$ cat config.mk
export PLATFORM = sky130hd
export DESIGN_NAME = sip_message_length_framer
export DESIGN_NICKNAME = d
export VERILOG_FILES = /design/src/hdl/sml_pkg.sv /design/src/hdl/sml_scan.sv /design/src/hdl/sml_frame.sv /design/src/hdl/sip_message_length_framer.sv
export SDC_FILE = /design/constraint.sdc
export NUM_CORES = 1
export LEC_CHECK = 0
export BUFFER_PORTS_ARGS = -buffer_cell sky130_fd_sc_hd__buf_2
export CAP_MARGIN = 30
export CORE_MARGIN = 4
export CORE_UTILIZATION = 55
export CTS_CLUSTER_DIAMETER = 80
export DETAILED_ROUTE_END_ITERATION = 16
export PLACE_DENSITY = 0.76
export SLEW_MARGIN = 40
export SYNTH_ARGS = -nofsm -noshare
export SYNTH_HDL_FRONTEND = slang
export SYNTH_HIERARCHICAL = 1
export SYNTH_SLANG_ARGS = --single-unit
$ cat constraint.sdc
create_clock -name clk -period 5.21 [get_ports clk]
set_input_delay 0.7815 -clock clk [delete_from_list [all_inputs] [get_ports clk]]
set_output_delay 0.7815 -clock clk [all_outputs]
set_load 0.01 [all_outputs]
$ cat src/hdl/sml_pkg.sv
`timescale 1ns / 1ps

package sml_pkg;

  localparam int LENGTH_WIDTH_DEFAULT = 32;

  localparam logic [31:0] POS_MAX = 32'hFFFF_FFFF;

  localparam logic [7:0] CH_CR    = 8'h0D;
  localparam logic [7:0] CH_LF    = 8'h0A;
  localparam logic [7:0] CH_COLON = 8'h3A;

  // candidate key bits
  localparam logic [2:0] CAND_CL  = 3'b001;
  localparam logic [2:0] CAND_L   = 3'b010;
  localparam logic [2:0] CAND_TE  = 3'b100;
  localparam logic [2:0] CAND_ALL = 3'b111;

  localparam logic [4:0] KEY_CL_LEN = 5'd14;
  localparam logic [4:0] KEY_L_LEN  = 5'd1;
  localparam logic [4:0] KEY_TE_LEN = 5'd17;
  localparam logic [4:0] KEY_POS_MAX = 5'd31;

  typedef enum logic [2:0] {
    ST_BODY         = 3'd0,
    ST_NO_LENGTH    = 3'd1,
    ST_NO_SEPARATOR = 3'd2,
    ST_ENCODING     = 3'd3,
    ST_BAD_LENGTH   = 3'd4
  } status_t;

  typedef enum logic [1:0] {
    VP_KEY   = 2'd0,
    VP_GAP   = 2'd1,
    VP_VALUE = 2'd2
  } value_phase_t;

  typedef enum logic [1:0] {
    PH_SKIP   = 2'd0,
    PH_DIGITS = 2'd1,
    PH_DONE   = 2'd2
  } parse_phase_t;

  typedef struct packed {
    logic encoding_seen;
    logic length_nonempty;
    logic length_error;
    logic digits_seen;
  } scan_flags_t;

  function automatic logic [7:0] cl_key_char(input logic [4:0] idx);
    logic [7:0] ch;
    case (idx)
      5'd0:  ch = "c";
      5'd1:  ch = "o";
      5'd2:  ch = "n";
      5'd3:  ch = "t";
      5'd4:  ch = "e";
      5'd5:  ch = "n";
      5'd6:  ch = "t";
      5'd7:  ch = "-";
      5'd8:  ch = "l";
      5'd9:  ch = "e";
      5'd10: ch = "n";
      5'd11: ch = "g";
      5'd12: ch = "t";
      5'd13: ch = "h";
      default: ch = 8'h00;
    endcase
    return ch;
  endfunction

  function automatic logic [7:0] te_key_char(input logic [4:0] idx);
    logic [7:0] ch;
    case (idx)
      5'd0:  ch = "t";
      5'd1:  ch = "r";
      5'd2:  ch = "a";
      5'd3:  ch = "n";
      5'd4:  ch = "s";
      5'd5:  ch = "f";
      5'd6:  ch = "e";
      5'd7:  ch = "r";
      5'd8:  ch = "-";
      5'd9:  ch = "e";
      5'd10: ch = "n";
      5'd11: ch = "c";
      5'd12: ch = "o";
      5'd13: ch = "d";
      5'd14: ch = "i";
      5'd15: ch = "n";
      5'd16: ch = "g";
      default: ch = 8'h00;
    endcase
    return ch;
  endfunction

  function automatic logic is_space(input logic [7:0] c);
    return (c == 8'h20) || (c == 8'h09) || (c == CH_CR) || (c == 8'h0B) || (c == 8'h0C);
  endfunction

  function automatic logic is_digit(input logic [7:0] c);
    return (c >= 8'h30) && (c <= 8'h39);
  endfunction

endpackage

$ cat src/hdl/sml_scan.sv
`timescale 1ns / 1ps

module sml_scan import sml_pkg::*; #(
  parameter int LENGTH_WIDTH = LENGTH_WIDTH_DEFAULT
) (
  input  logic                    clk,
  input  logic                    rst,
  input  logic                    step,
  input  logic                    rearm,
  input  logic [7:0]              data,
  output scan_flags_t             flags,
  output logic [LENGTH_WIDTH-1:0] length_value
);

  typedef struct packed {
    logic [1:0]              line_cnt;
    logic [4:0]              key_pos;
    logic [2:0]              cand;
    value_phase_t            vphase;
    logic                    nonempty;
    parse_phase_t            pphase;
    logic [LENGTH_WIDTH-1:0] value;
    logic                    error;
    logic                    enc;
  } line_state_t;

  localparam logic [LENGTH_WIDTH+3:0] LimitExt = {4'b0, {LENGTH_WIDTH{1'b1}}};

  localparam line_state_t LineReset = '{
    line_cnt: 2'd0,
    key_pos:  5'd0,
    cand:     CAND_ALL,
    vphase:   VP_KEY,
    nonempty: 1'b0,
    pphase:   PH_SKIP,
    value:    '0,
    error:    1'b0,
    enc:      1'b0
  };

  function automatic line_state_t value_char(input line_state_t s, input logic [7:0] c);
    line_state_t             r;
    logic [LENGTH_WIDTH+3:0] prod;
    logic [LENGTH_WIDTH+3:0] vext;
    logic [LENGTH_WIDTH+3:0] dext;
    r          = s;
    vext       = {4'b0, s.value};
    dext       = (LENGTH_WIDTH+4)'(c[3:0]);
    prod       = (vext << 3) + (vext << 1) + dext;
    r.nonempty = 1'b1;
    case (s.pphase)
      PH_SKIP: begin
        if (!is_space(c)) begin
          if (is_digit(c)) begin
            r.value  = LENGTH_WIDTH'(c[3:0]);
            r.pphase = PH_DIGITS;
          end else begin
            r.error  = 1'b1;
            r.pphase = PH_DONE;
          end
        end
      end
      PH_DIGITS: begin
        if (is_digit(c)) begin
          if (prod > LimitExt) begin
            r.error  = 1'b1;
            r.pphase = PH_DONE;
          end else begin
            r.value = prod[LENGTH_WIDTH-1:0];
          end
        end else begin
          r.pphase = PH_DONE;
        end
      end
      default: ;
    endcase
    return r;
  endfunction

  function automatic line_state_t commit(input line_state_t s, input logic [7:0] c);
    line_state_t r;
    logic [7:0]  lc;
    logic [2:0]  m;
    r  = s;
    lc = ((c >= "A") && (c <= "Z")) ? c + 8'd32 : c;
    m  = '0;
    if (s.line_cnt != 2'd3) r.line_cnt = s.line_cnt + 2'd1;
    case (s.vphase)
      VP_KEY: begin
        if (c == CH_COLON) begin
          if (s.cand[0] && s.key_pos == KEY_CL_LEN) m = m | CAND_CL;
          if (s.cand[1] && s.key_pos == KEY_L_LEN)  m = m | CAND_L;
          if (s.cand[2] && s.key_pos == KEY_TE_LEN) m = m | CAND_TE;
          r.cand   = m;
          r.vphase = VP_GAP;
          if ((m & (CAND_CL | CAND_L)) != 3'b000) begin
            r.nonempty = 1'b0;
            r.pphase   = PH_SKIP;
            r.value    = '0;
            r.error    = 1'b0;
          end
          if (m[2]) r.enc = 1'b1;
        end else begin
          if (s.cand[0] && !(s.key_pos < KEY_CL_LEN && cl_key_char(s.key_pos) == lc))
            r.cand[0] = 1'b0;
          if (s.cand[1] && !(s.key_pos == 5'd0 && lc == "l"))
            r.cand[1] = 1'b0;
          if (s.cand[2] && !(s.key_pos < KEY_TE_LEN && te_key_char(s.key_pos) == lc))
            r.cand[2] = 1'b0;
          if (s.key_pos != KEY_POS_MAX) r.key_pos = s.key_pos + 5'd1;
        end
      end
      VP_GAP: r.vphase = VP_VALUE;
      default: begin
        if ((s.cand & (CAND_CL | CAND_L)) != 3'b000) r = value_char(r, c);
      end
    endcase
    return r;
  endfunction

  line_state_t cur, cur_next, after_cr;
  logic        past_first, past_first_next;
  logic        stopped, stopped_next;
  logic        pending_cr, pending_cr_next;

  always_comb begin
    cur_next        = cur;
    past_first_next = past_first;
    stopped_next    = stopped;
    pending_cr_next = pending_cr;
    after_cr        = pending_cr ? commit(cur, CH_CR) : cur;
    if (step) begin
      if (!past_first) begin
        if (data == CH_LF) past_first_next = 1'b1;
      end else if (!stopped) begin
        if (data == CH_LF) begin
          if (cur.line_cnt == 2'd0) stopped_next = 1'b1;
          cur_next.line_cnt = 2'd0;
          cur_next.key_pos  = 5'd0;
          cur_next.cand     = CAND_ALL;
          cur_next.vphase   = VP_KEY;
          pending_cr_next   = 1'b0;
        end else if (data == CH_CR) begin
          cur_next        = after_cr;
          pending_cr_next = 1'b1;
        end else begin
          cur_next        = commit(after_cr, data);
          pending_cr_next = 1'b0;
        end
      end
    end
  end

  always_ff @(posedge clk) begin
    if (rst || rearm) begin
      cur        <= LineReset;
      past_first <= 1'b0;
      stopped    <= 1'b0;
      pending_cr <= 1'b0;
    end else begin
      cur        <= cur_next;
      past_first <= past_first_next;
      stopped    <= stopped_next;
      pending_cr <= pending_cr_next;
    end
  end

  assign flags.encoding_seen   = cur.enc;
  assign flags.length_nonempty = cur.nonempty;
  assign flags.length_error    = cur.error;
  assign flags.digits_seen     = (cur.pphase != PH_SKIP);
  assign length_value          = cur.value;

endmodule

$ cat src/hdl/sml_frame.sv
`timescale 1ns / 1ps

module sml_frame import sml_pkg::*; #(
  parameter int LENGTH_WIDTH = LENGTH_WIDTH_DEFAULT
) (
  input  logic                    clk,
  input  logic                    rst,
  input  logic                    step,
  input  logic [7:0]              data,
  input  logic                    last,
  input  scan_flags_t             flags,
  input  logic [LENGTH_WIDTH-1:0] length_value,
  input  logic                    out_ready,
  output logic                    out_valid,
  output logic [31:0]             total_length,
  output logic [2:0]              status,
  output logic                    result_given,
  output logic                    emit
);

  localparam int SumW = ((LENGTH_WIDTH > 33) ? LENGTH_WIDTH : 33) + 1;
  localparam logic [SumW-1:0] PosMaxExt = SumW'(POS_MAX);

  logic [1:0]      sep, sep_next, sep_adv;
  logic [31:0]     byte_pos, byte_pos_next;
  logic            found;
  logic            out_valid_next;
  logic            result_given_next;
  logic [31:0]     total_next;
  logic [2:0]      status_next;
  logic [SumW-1:0] hdr, len_ext, sum;
  logic [31:0]     res_total;
  status_t         res_status;

  always_comb begin
    case (data)
      CH_CR:   sep_adv = (sep == 2'd2) ? 2'd3 : 2'd1;
      CH_LF:   sep_adv = (sep == 2'd1) ? 2'd2 : 2'd0;
      default: sep_adv = 2'd0;
    endcase
    found = (data == CH_LF) && (sep == 2'd3);
    // this byte gives a result beat
    emit  = !result_given && (found || last);
  end

  always_comb begin
    hdr        = SumW'(byte_pos) + SumW'(1);
    len_ext    = SumW'(length_value);
    sum        = hdr + len_ext;
    res_total  = '0;
    res_status = ST_BODY;
    if (flags.encoding_seen) begin
      res_status = ST_ENCODING;
    end else if (!flags.length_nonempty) begin
      if (hdr > PosMaxExt) begin
        res_status = ST_BAD_LENGTH;
      end else begin
        res_status = ST_NO_LENGTH;
        res_total  = hdr[31:0];
      end
    end else if (flags.length_error || !flags.digits_seen || len_ext > PosMaxExt ||
                 sum > PosMaxExt) begin
      res_status = ST_BAD_LENGTH;
    end else begin
      res_total = sum[31:0];
    end
  end

  always_comb begin
    sep_next          = sep;
    byte_pos_next     = byte_pos;
    result_given_next = result_given;
    out_valid_next    = out_valid && !out_ready;
    total_next        = total_length;
    status_next       = status;
    if (step) begin
      if (!result_given) begin
        sep_next = sep_adv;
        if (byte_pos != POS_MAX) byte_pos_next = byte_pos + 32'd1;
        if (found) begin
          out_valid_next    = 1'b1;
          total_next        = res_total;
          status_next       = res_status;
          result_given_next = 1'b1;
        end
      end
      if (last) begin
        if (!found && !result_given) begin
          out_valid_next = 1'b1;
          total_next     = '0;
          status_next    = ST_NO_SEPARATOR;
        end
        sep_next          = 2'd0;
        byte_pos_next     = '0;
        result_given_next = 1'b0;
      end
    end
  end

  always_ff @(posedge clk) begin
    if (rst) begin
      sep          <= 2'd0;
      byte_pos     <= '0;
      result_given <= 1'b0;
      out_valid    <= 1'b0;
      total_length <= '0;
      status       <= ST_BODY;
    end else begin
      sep          <= sep_next;
      byte_pos     <= byte_pos_next;
      result_given <= result_given_next;
      out_valid    <= out_valid_next;
      total_length <= total_next;
      status       <= status_next;
    end
  end

endmodule

$ cat src/hdl/sip_message_length_framer.sv
`timescale 1ns / 1ps

// Scans a received buffer one byte per beat for the first CRLFCRLF and returns one beat
// per buffer: the header length plus the Content-Length (or compact "l") value, with a
// status code; transfer-encoding, a missing separator and a bad length give error codes
// with a zero length. Throughput is one byte per cycle unless a result beat holds input
// back: a byte is taken into an input register and scanned from there straight into the
// result register, so a result is registered from the beat that completes the separator
// (or carries last_byte). While a result waits, bytes that give no result keep flowing; a
// byte that would give the next result waits in the input register and holds back input
// until the waiting result is taken. The block rearms after each byte flagged last_byte.
module sip_message_length_framer import sml_pkg::*; #(
  parameter int LENGTH_WIDTH = LENGTH_WIDTH_DEFAULT
) (
  input  logic        clk,
  input  logic        rst,
  input  logic        in_valid,
  output logic        in_ready,
  input  logic [7:0]  data_byte,
  input  logic        last_byte,
  output logic        out_valid,
  input  logic        out_ready,
  output logic [31:0] total_length,
  output logic [2:0]  status
);

  logic                    held;
  logic [7:0]              data_q;
  logic                    last_q;
  logic                    advance;
  logic                    emit;
  logic                    result_given;
  scan_flags_t             flags;
  logic [LENGTH_WIDTH-1:0] length_value;

  assign advance  = held && (!out_valid || out_ready || !emit);
  assign in_ready = !held || advance;

  always_ff @(posedge clk) begin
    if (rst) begin
      held <= 1'b0;
    end else if (in_valid && in_ready) begin
      held <= 1'b1;
    end else if (advance) begin
      held <= 1'b0;
    end
  end

  always_ff @(posedge clk) begin
    if (in_valid && in_ready) begin
      data_q <= data_byte;
      last_q <= last_byte;
    end
  end

  sml_scan #(
    .LENGTH_WIDTH(LENGTH_WIDTH)
  ) u_scan (
    .clk          (clk),
    .rst          (rst),
    .step         (advance && !result_given),
    .rearm        (advance && last_q),
    .data         (data_q),
    .flags        (flags),
    .length_value (length_value)
  );

  sml_frame #(
    .LENGTH_WIDTH(LENGTH_WIDTH)
  ) u_frame (
    .clk          (clk),
    .rst          (rst),
    .step         (advance),
    .data         (data_q),
    .last         (last_q),
    .flags        (flags),
    .length_value (length_value),
    .out_ready    (out_ready),
    .out_valid    (out_valid),
    .total_length (total_length),
    .status       (status),
    .result_given (result_given),
    .emit         (emit)
  );

`ifndef SYNTH
  a_error_zero: assert property (@(posedge clk) disable iff (rst)
    out_valid && (status == ST_NO_SEPARATOR || status == ST_ENCODING ||
                  status == ST_BAD_LENGTH) |-> total_length == 32'd0)
    else $error("error status with non-zero length");

  a_min_header: assert property (@(posedge clk) disable iff (rst)
    out_valid && (status == ST_BODY || status == ST_NO_LENGTH) |-> total_length >= 32'd4)
    else $error("length shorter than the separator");

  a_status_range: assert property (@(posedge clk) disable iff (rst)
    out_valid |-> status <= ST_BAD_LENGTH)
    else $error("status code out of range");

  a_result_held: assert property (@(posedge clk) disable iff (rst)
    out_valid && !out_ready |=> out_valid && $stable(total_length) && $stable(status))
    else $error("stalled result beat changed");
`endif

endmodule
* Word level (Yosys, flattened, before mapping) *
Memory sizes are Yosys's and may differ from the RTL's. A register that Yosys moved wholly into a read port is not among the register bits.
Cells that the tools add are included.

storage, ports and cells
  register bits after elaboration = 133
  bits in read-only memories = 672
  output and inout bits = 37
  memories kept = 4

memory list
  name             depth  width  rd ports  clocked after Yosys merged registers in  write ports  RTL line       text
  (no name shown)  32     7      1         1                                        0            sml_pkg.sv:75  case (idx)
  (no name shown)  32     7      1         0                                        0            sml_pkg.sv:75
  (no name shown)  16     7      1         1                                        0            sml_pkg.sv:53  case (idx)
  (no name shown)  16     7      1         0                                        0            sml_pkg.sv:53

operators by class
  add/subtract/negate cells = 10
  order comparisons = 11
  equal/unequal tests = 28
  muxes and demuxes = 110
  bitwise logic cells = 2
  reductions and logical operators = 63

operators by type and width
  cell                                                             count
  2-to-1 mux 32 bit                                                13
  2-to-1 mux 8 bit                                                 19
  2-to-1 mux 37 bit                                                3
  2-to-1 mux 49 bit                                                2
  case mux 37 bit (2 select lines)                                 1
  case mux 35 bit (2 select lines)                                 1
  greater-than comparator 34 x 32 -> 1 bit, second input constant  2
  equality test 8 x 4 -> 1 bit, second input constant              7
  2-to-1 mux 3 bit                                                 17
  2-to-1 mux 39 bit                                                1
  adder 35 x 33 -> 36 bit                                          1
  adder 36 x 4 -> 36 bit                                           1
  greater-than comparator 36 x 32 -> 1 bit, second input constant  1
  2-to-1 mux 36 bit                                                1
  2-to-1 mux 35 bit                                                1
  adder 34 x 32 -> 34 bit                                          1
  adder 32 x 1 -> 33 bit, second input constant                    1
  2-to-1 mux 33 bit                                                1
  adder 32 x 1 -> 32 bit, second input constant                    1
  != test 32 bit, second input constant                            1
  case mux 8 bit (2 select lines)                                  2
  2-to-1 mux 1 bit                                                 26
  2-to-1 mux 5 bit                                                 5
  logical AND 1 bit                                                23
  other kinds (34)                                                 92

* Depth between registers and ports, before layout *
Gate-level depths: netlist of run 1.

  depth after elaboration = 29
  gate-level depth with buffers = 21
  gate-level depth less buffers = 19

* Hierarchy *
The synthesis of run 1 kept the hierarchy.

by module, submodules not included
  module                     instances  cells each  area an instance (µm²)  seq. area each (µm²)
  sml_scan                   1          944         7,131.8                 1,321.3
  sml_frame                  1          754         5,769.3                 1,421.4
  sip_message_length_framer  1          18          345.3                   290.3

* Worst setup path before layout of run 1 *
OpenSTA, ideal clock, no wires.

  kind = register -> register
  start = reg u_frame.byte_pos[0]
  end = reg u_frame.total_length[10]
  setup time = 127 ps
  data arrival time = 4,159 ps
  data required time = 5,083 ps
  path slack = 924 ps
  cell stages (with the launch flop) = 20
  buffers on the path = 3
  period minus slack after synthesis = 4,286 ps
  cells stage by stage = dfxtp_1 -> ha_1 -> and3_1 -> buf_2 -> nand3_1 -> nor2_1 -> nand3_1 -> xnor2_1 -> ha_1 -> clkbuf_1 -> nand2_1 -> nor2_1 -> nand4_1 -> a21oi_1 -> nor3_2 -> o31ai_1 -> a2111oi_4 -> o21ai_1 -> clkbuf_1 -> o21bai_1

between the ends
  word-level cells in the longest chain between the ends = 11
  elaborated cells between the ends (all ways) = 13
  classes of those cells = add/sub: 2; order compare: 2; mux: 8; reduce/logical: 1

ends and longest elaborated chain
  what                                      RTL line          text
  from (decl)                               sml_frame.sv:25   logic [31:0] byte_pos, byte_pos_next;
  from (signal assigned)                    sml_frame.sv:110  byte_pos <= byte_pos_next;
  adder 32 x 1 -> 33 bit (*)                sml_frame.sv:47   hdr = SumW'(byte_pos) + SumW'(1);
  adder 34 x 32 -> 34 bit                   sml_frame.sv:49   sum = hdr + len_ext;
  greater-than comparator 34 x 32 -> 1 bit  sml_frame.sv:62   sum > PosMaxExt) begin
  logical OR 1 bit                          sml_frame.sv:61   end else if (flags.length_error || !flags.digits_seen || len_ext > PosMaxExt ||
  2-to-1 mux 32 bit                         sml_frame.sv:61
  2-to-1 mux 32 bit (*)                     sml_frame.sv:54   end else if (!flags.length_nonempty) begin
  2-to-1 mux 32 bit (*)                     sml_frame.sv:52   if (flags.encoding_seen) begin
  2-to-1 mux 32 bit (*)                     sml_frame.sv:80   if (found) begin
  2-to-1 mux 32 bit (*)                     sml_frame.sv:77   if (!result_given) begin
  2-to-1 mux 32 bit                         sml_frame.sv:88   if (!found && !result_given) begin
  2-to-1 mux 32 bit (*)                     sml_frame.sv:87   if (last) begin
  to (signal assigned)                      sml_frame.sv:113  total_length <= total_next;
  to (decl)                                 sml_frame.sv:15   output logic [31:0] total_length,

Mark *: on every way between the ends. The rest lies on a longest branch, timed or not.
A chain may end at the register's enable or synchronous reset.

* Worst setup path in the final report of run 1 *
  start = reg u_frame.byte_pos[0]
  end = reg u_frame.total_length[12]

Same word-level chain as after synthesis.

==> flow_summary.yaml, run 1 <==
timing:
  slew_violations: 0
  layout_min_cycle_time_ns: 4.88
  fin_setup_tns_ns: 0
  fin_ws_ns: 0.328
  setup_viol_count_final: 0
  worst_pin_slew_ns: 0.778
  skew_ns: 0.0119
  hold_viol: 0
  max_freq_ghz: 0.205
  min_period_over_period_pct: 93.7
  relSlewSlack_pct: 48.1
  rsz0062_at_grt: "no"
floorplanning:
  core_area_um2: 23600
  rows: 56
  io_pins: 50
  initial_core_util_pct: 56.1
  die-area_um2: 26600
  die_h_um: 163
  fp.dieW_um: 163
synth:
  synth_top_family_by_area: "compound AO/OA/AOI/OAI gates"
  ys_ff_latch: 147
  syn_inst: 1716
  yosysTopAreaCellShare_pct: 20.9
  synth_compound_area_share_pct: 25.2
  synth_nets: 1849
  synth_mux_area_share_pct: 3.35
  post_synth_and_or_nand_nor_area_fraction_pct: 23.9
  synth_edf_count: 9
  ys.flop_type: "dfxtp_1"
  synth_cell_type_count: 107
  seq_area_frac_synth_pct: 22.9
  synthTopCellsByArea: "dfxtp_1, ha_1, nand2_1"
  synth_adder_area_share_pct: 11.5
  syn_avg_cell_area_um2: 7.72
  synth.most_common_cell: "nand2_1"
  yosys_warnings: 6
  yosysTopAreaCell: "dfxtp_1"
  synth_commonest_cells: "nand2_1, dfxtp_1, nor2_1, a21oi_1, ha_1"
  synth-xor-area-share_pct: 6.14
  async_flop_share_pct: 0
  syn-cell-area_um2: 13200
grt:
  antenna_found_initial: 0
  grt_pass1_wl_um: 60300
  overflow: 0
  grt_pass1_vias: 12000
  grt.total_usage_pct: 27.7
  grt_max_degree: 63
clock_tree:
  numCtsBuffers: 17
  cts_hold_buffers: 0
  cts_sinks: 147
  clkSlewWorstSetupHoldPaths_ns: 0.06
  root_buffer: "clkbuf_16"
  htreeDepth: 4
  clkLatencyLatePin_ns: 0.43
  cts_tree: "done"
  clock_path_buffers: 2
place:
  gp_congestion: 0.969
  port_buffers: 49
  dpl.hpwl_um: 29000
  post-place-ws_ns: 0.355
  dp_cells: 1987
power:
  power_density_nw_per_um2: 182
  max-vdd-ir-drop_uv: 190
  p_switching_w: 0.000594
  combinationalPowerShare_pct: 3.6
  p_int_w: 0.00198
  clkPwrFrac_pct: 51.4
  leakage_nw: 5.99
  seqPwrFrac_pct: 44.9
  swShare_pct: 23.1
  total_power_w: 0.00257
min_path:
  hold_class: "reg2reg"
critical_path:
  max_stage_delay_ns: 0.46
  required_ns: 5.54
  slowest_stage: "a2111oi_0"
  path_max_fanout: 15
  cp_cell_sequence: "ha_1, and3_1, nand3_1, buf_4, nor3_4, xnor2_1, ha_1, a21oi_1, o21ai_1, a2111oi_0, nor3_1, a21oi_1, o31ai_1, a2111oi_4, buf_4, o21ai_0, a221oi_1"
  critPathKind: "reg2reg"
  worstPathArrival_ns: 5.22
  critPathCaptureType: "flop"
  crit_path_start_kind: "flop"
routing:
  ant_nets: 0
  drc: 0
  wire_per_inst_um: 18.7
  viasPerCell: 6.38
  drt_iter0_drc: 1392
  drtPass1Iterations: 6
  drt_wl_total_um: 37700
  num_vias: 12900
finish:
  final_layout_size_suffix_gt1_share_pct: 10.7
  n_antenna_cell: 0
  final_cells: 2018
  syn_to_final_growth_pct: 6.67
  final_util_pct: 59.8
  nets: 1820
  fillers: 2155
status:
  run_status: "complete, no violations"
flow_run:
  maxCapViolCount: 0
-- sequential cells by signal, indices dropped and copies added (netlist names), named ones only --
register / cells
data_q: 8
held: 1
last_q: 1
u_frame/byte_pos: 32
u_frame/out_valid: 1
u_frame/result_given: 1
u_frame/sep: 2
u_frame/status: 3
u_frame/total_length: 32
u_scan/cur: 14
u_scan/flags: 3
u_scan/length_value: 32
u_scan/past_first: 1
u_scan/pending_cr: 1
u_scan/stopped: 1
-- cell families after synthesis --
group,after synthesis
DFF,147
muxes,44
adders and majority gates,120
and+or+nand+nor,628
xor gates and xnor gates,92
buffers and inverters,187
AOI/OAI and AO/OA,498
-- per-layer routing --
| metal | vias to the layer above | global-route usage (%) | wire [µm] |
|---|---|---|---|
| li1 | 6215 | - | - |
| met1 | 6055 | 33.7 | 15600 |
| met2 | 503 | 48.2 | 18200 |
| met3 | 108 | 4.42 | 2200 |
| met4 | 0 | 12.4 | 1610 |
| met5 | - | 0 | 0 |
-- critical path: cells and delay by family, from the launching register on --
kind | cells | cell delay, ns
buffers and inverters | 2 | 0.46
AOI/OAI and AO/OA | 8 | 2.05
adders and majority gates | 2 | 0.69
and+or+nand+nor | 4 | 0.86
DFF | 1 | 0.45
xor gates and xnor gates | 1 | 0.27
-- metrics by stage --
step / hold WS, ns / instance area [µm²]
floorplan: 0.439 / 13200
finish: 0.476 / 14100
detailed placement: 0.456 / 13500
CTS: 0.467 / 14100
global placement: 0.454 / 13500
global route: 0.509 / 14100
-- what timing repair did --
action	4_1_cts	5_1_grt
setup endpoints to repair	0	14
buffers inserted	0	0
resized for setup	0	3
-- power groups by stage --
stage | Combinational, W | Sequential, W | Clock (W)
after floorplan | 0.0000642 | 0.00117 | 0
after global routing | 0.000101 | 0.00115 | 0.00139
final | 0.0000932 | 0.00115 | 0.00132
after detailed placement | 0.0000908 | 0.00118 | 0
after CTS | 0.0000914 | 0.00115 | 0.00133
after global placement | 0.0000889 | 0.00118 | 0
-- cell usage in the layout (no fill, tap or decap), drive strengths merged, types with 14 or more instances in the layout --
| cell | count |
|---|---|
| a21o | 16 |
| ha | 117 |
| nand4 | 30 |
| nand2b | 15 |
| nor3 | 32 |
| a21boi | 21 |
| buf | 84 |
| xor2 | 37 |
| nor3b | 16 |
| a211oi | 14 |
| o211ai | 25 |
| and2 | 15 |
| xnor2 | 55 |
| o21ai | 121 |
| a221oi | 22 |
| or3 | 15 |
| a22oi | 25 |
| inv | 58 |
| mux2i | 41 |
| nor2b | 14 |
| nor2 | 139 |
| a31oi | 19 |
| and3 | 19 |
| a21oi | 129 |
| nand2 | 200 |
| dfxtp | 138 |
| clkbuf | 17 |
| nand3 | 59 |
| nor4 | 19 |
-- area by class of cell --
class	instances	area [µm²]	share of cell area (%)
inverter	55	206	1.46
clock buffer	17	425	3.01
tap	319	399	2.82
multi-input combinational	1382	9360	66.2
timing repair buffer	84	508	3.60
sequential	147	3030	21.5
clock inverter	14	199	1.41
-- worst paths after layout --
check / slack [ns] / end / cells after the start / startpoint
max: 0.33 / u_frame/total_length[12] / 17 / u_frame/byte_pos[0]
min: 0.48 / u_scan/past_first / 2 / u_scan/past_first
max reg2reg: 0.33 / u_frame/total_length[12] / 17 / u_frame/byte_pos[0]
min reg2reg: 0.48 / u_scan/past_first / 2 / u_scan/past_first
Power figures use the tool's default switching activity.
==> run 2: changes to the inputs <==
--- a/config.mk
+++ b/config.mk
@@ -11,6 +11,7 @@
 export CORE_UTILIZATION = 55
 export CTS_CLUSTER_DIAMETER = 80
 export DETAILED_ROUTE_END_ITERATION = 16
+export GPL_TIMING_DRIVEN = 0
 export PLACE_DENSITY = 0.76
 export SLEW_MARGIN = 40
 export SYNTH_ARGS = -nofsm -noshare
==> flow_summary.yaml, run 2 (synthesis results as in run 1) <==
power:
  leakage_nw: 6.28
  power_density_nw_per_um2: 171
  total_power_w: 0.00249
  max-vdd-ir-drop_uv: 155
critical_path:
  crit_path_start_kind: "flop"
  critPathKind: "reg2reg"
  setup.worst_path.start: "u_frame/byte_pos[0]"
  path_max_fanout: 10
  required_ns: 5.57
  reg2reg_depth: 18
  worstPathArrival_ns: 5.30
  critPathCaptureType: "flop"
  r2r_start: "u_frame/byte_pos[0]"
finish:
  final_layout_size_suffix_gt1_share_pct: 12.2
  final_area_um2: 14600
  syn_to_final_growth_pct: 10.1
  nets: 1920
  final_cells: 2118
  final_common_cell: "nand2_1"
  final_cell_mix: "nand2_1, dfxtp_1, nor2_1"
  n_antenna_cell: 0
place:
  dp_cells: 2084
  dpl_cell_area_um2: 13900
  dpl.hpwl_um: 31100
  port_buffers: 49
  gp_congestion: 0.970
  post-place-ws_ns: -0.484
routing:
  viasPerCell: 6.30
  drtPass1Iterations: 6
  wire_per_inst_um: 19.2
  num_vias: 13300
  ant_nets: 0
  drc: 0
  drt_wl_total_um: 40700
  drt_iter0_drc: 1295
min_path:
  min_from: "u_scan/flags[1]"
  hold_class: "reg2reg"
  holdPathStages: 2
clock_tree:
  root_buffer: "clkbuf_16"
  cts_tree: "done"
  clkLatencyLatePin_ns: 0.44
  clock_path_buffers: 2
  cts_sinks: 147
  cts_hold_buffers: 0
  clkSlewWorstSetupHoldPaths_ns: 0.07
  numCtsBuffers: 17
  htreeDepth: 4
grt:
  overflow: 0
  grt.total_usage_pct: 29.7
  grt_max_degree: 17
  antenna_found_initial: 0
  grt_pass1_vias: 12600
  grt_pass1_wl_um: 64000
timing:
  worst_pin_slew_ns: 0.727
  fin_setup_tns_ns: 0
  relSlewSlack_pct: 51.0
  hold_viol: 0
  setup_viol_count_final: 0
  fin_ws_ns: 0.263
  skew_ns: 0.0164
  layout_min_cycle_time_ns: 4.95
  slew_violations: 0
  max_freq_ghz: 0.202
  min_period_over_period_pct: 95.0
floorplanning:
  core_area_um2: 23600
  rows: 56
  fp.dieW_um: 163
  io_pins: 50
  die-area_um2: 26600
  initial_core_util_pct: 56.1
  die_h_um: 163
flow_run:
  maxCapViolCount: 0
status:
  run_status: "complete, no violations"
[run 2: worst max-delay path, cell delays in order, from the launching register on]
cell       delay, ns
dfxtp_1         0.45
ha_2            0.28
and3_1          0.16
buf_2           0.18
nand3_2         0.21
nor2_4          0.25
nand3_1         0.15
xnor2_2         0.33
ha_1            0.38
a21oi_1         0.23
o21ai_1         0.20
a2111oi_1       0.42
nor3_1          0.11
a21oi_1         0.25
o31ai_4         0.17
a2111oi_4       0.47
o21ai_1         0.18
clkbuf_2        0.25
o21bai_1        0.18
[run 2: worst paths after layout]
check	endpoint	slack, ns
max	u_frame/total_length[8]	0.26
min	u_scan/flags[1]	0.49
max reg2reg	u_frame/total_length[8]	0.26
min reg2reg	u_scan/flags[1]	0.49
[run 2: timing repair]
item,in CTS,in global routing
resized for setup,7,11
endpoints found under the setup margin,29,28
pin swaps,0,4
setup buffers,0,5
[run 2: final cells by class]
cell class	instances	area [µm²]
Sequential cell	147	3030
Clock inverter	14	143
Buffer	130	709
Inverter	55	206
Fill cell	2197	9030
Clock buffer	17	425
Tap cell	319	399
Multi-Input combinational cell	1382	9380
Timing Repair Buffer	54	283
[run 2: layer usage]
layer | wire, µm | track usage, % | share of wire [%]
met1 | 16900 | 37.2 | 41
met2 | 19700 | 51.5 | 48
met3 | 2840 | 4.62 | 7.0
met4 | 1310 | 10.9 | 3.2
met5 | 0 | 0 | 0
[run 2: metrics by stage]
step	hold slack [ns]	utilization, %
6_report	0.489	61.8
5_1_grt	0.498	61.8
4_1_cts	0.492	61.4
3_5_place_dp	0.477	58.8
3_3_place_gp	0.450	58.8
2_1_floorplan	0.439	-
[run 2: where the power goes]
group          switching [W]  internal [W]
Clock               0.000563      0.000670
Combinational      0.0000780     0.0000281
Sequential        0.00000898       0.00114
Total               0.000650       0.00184
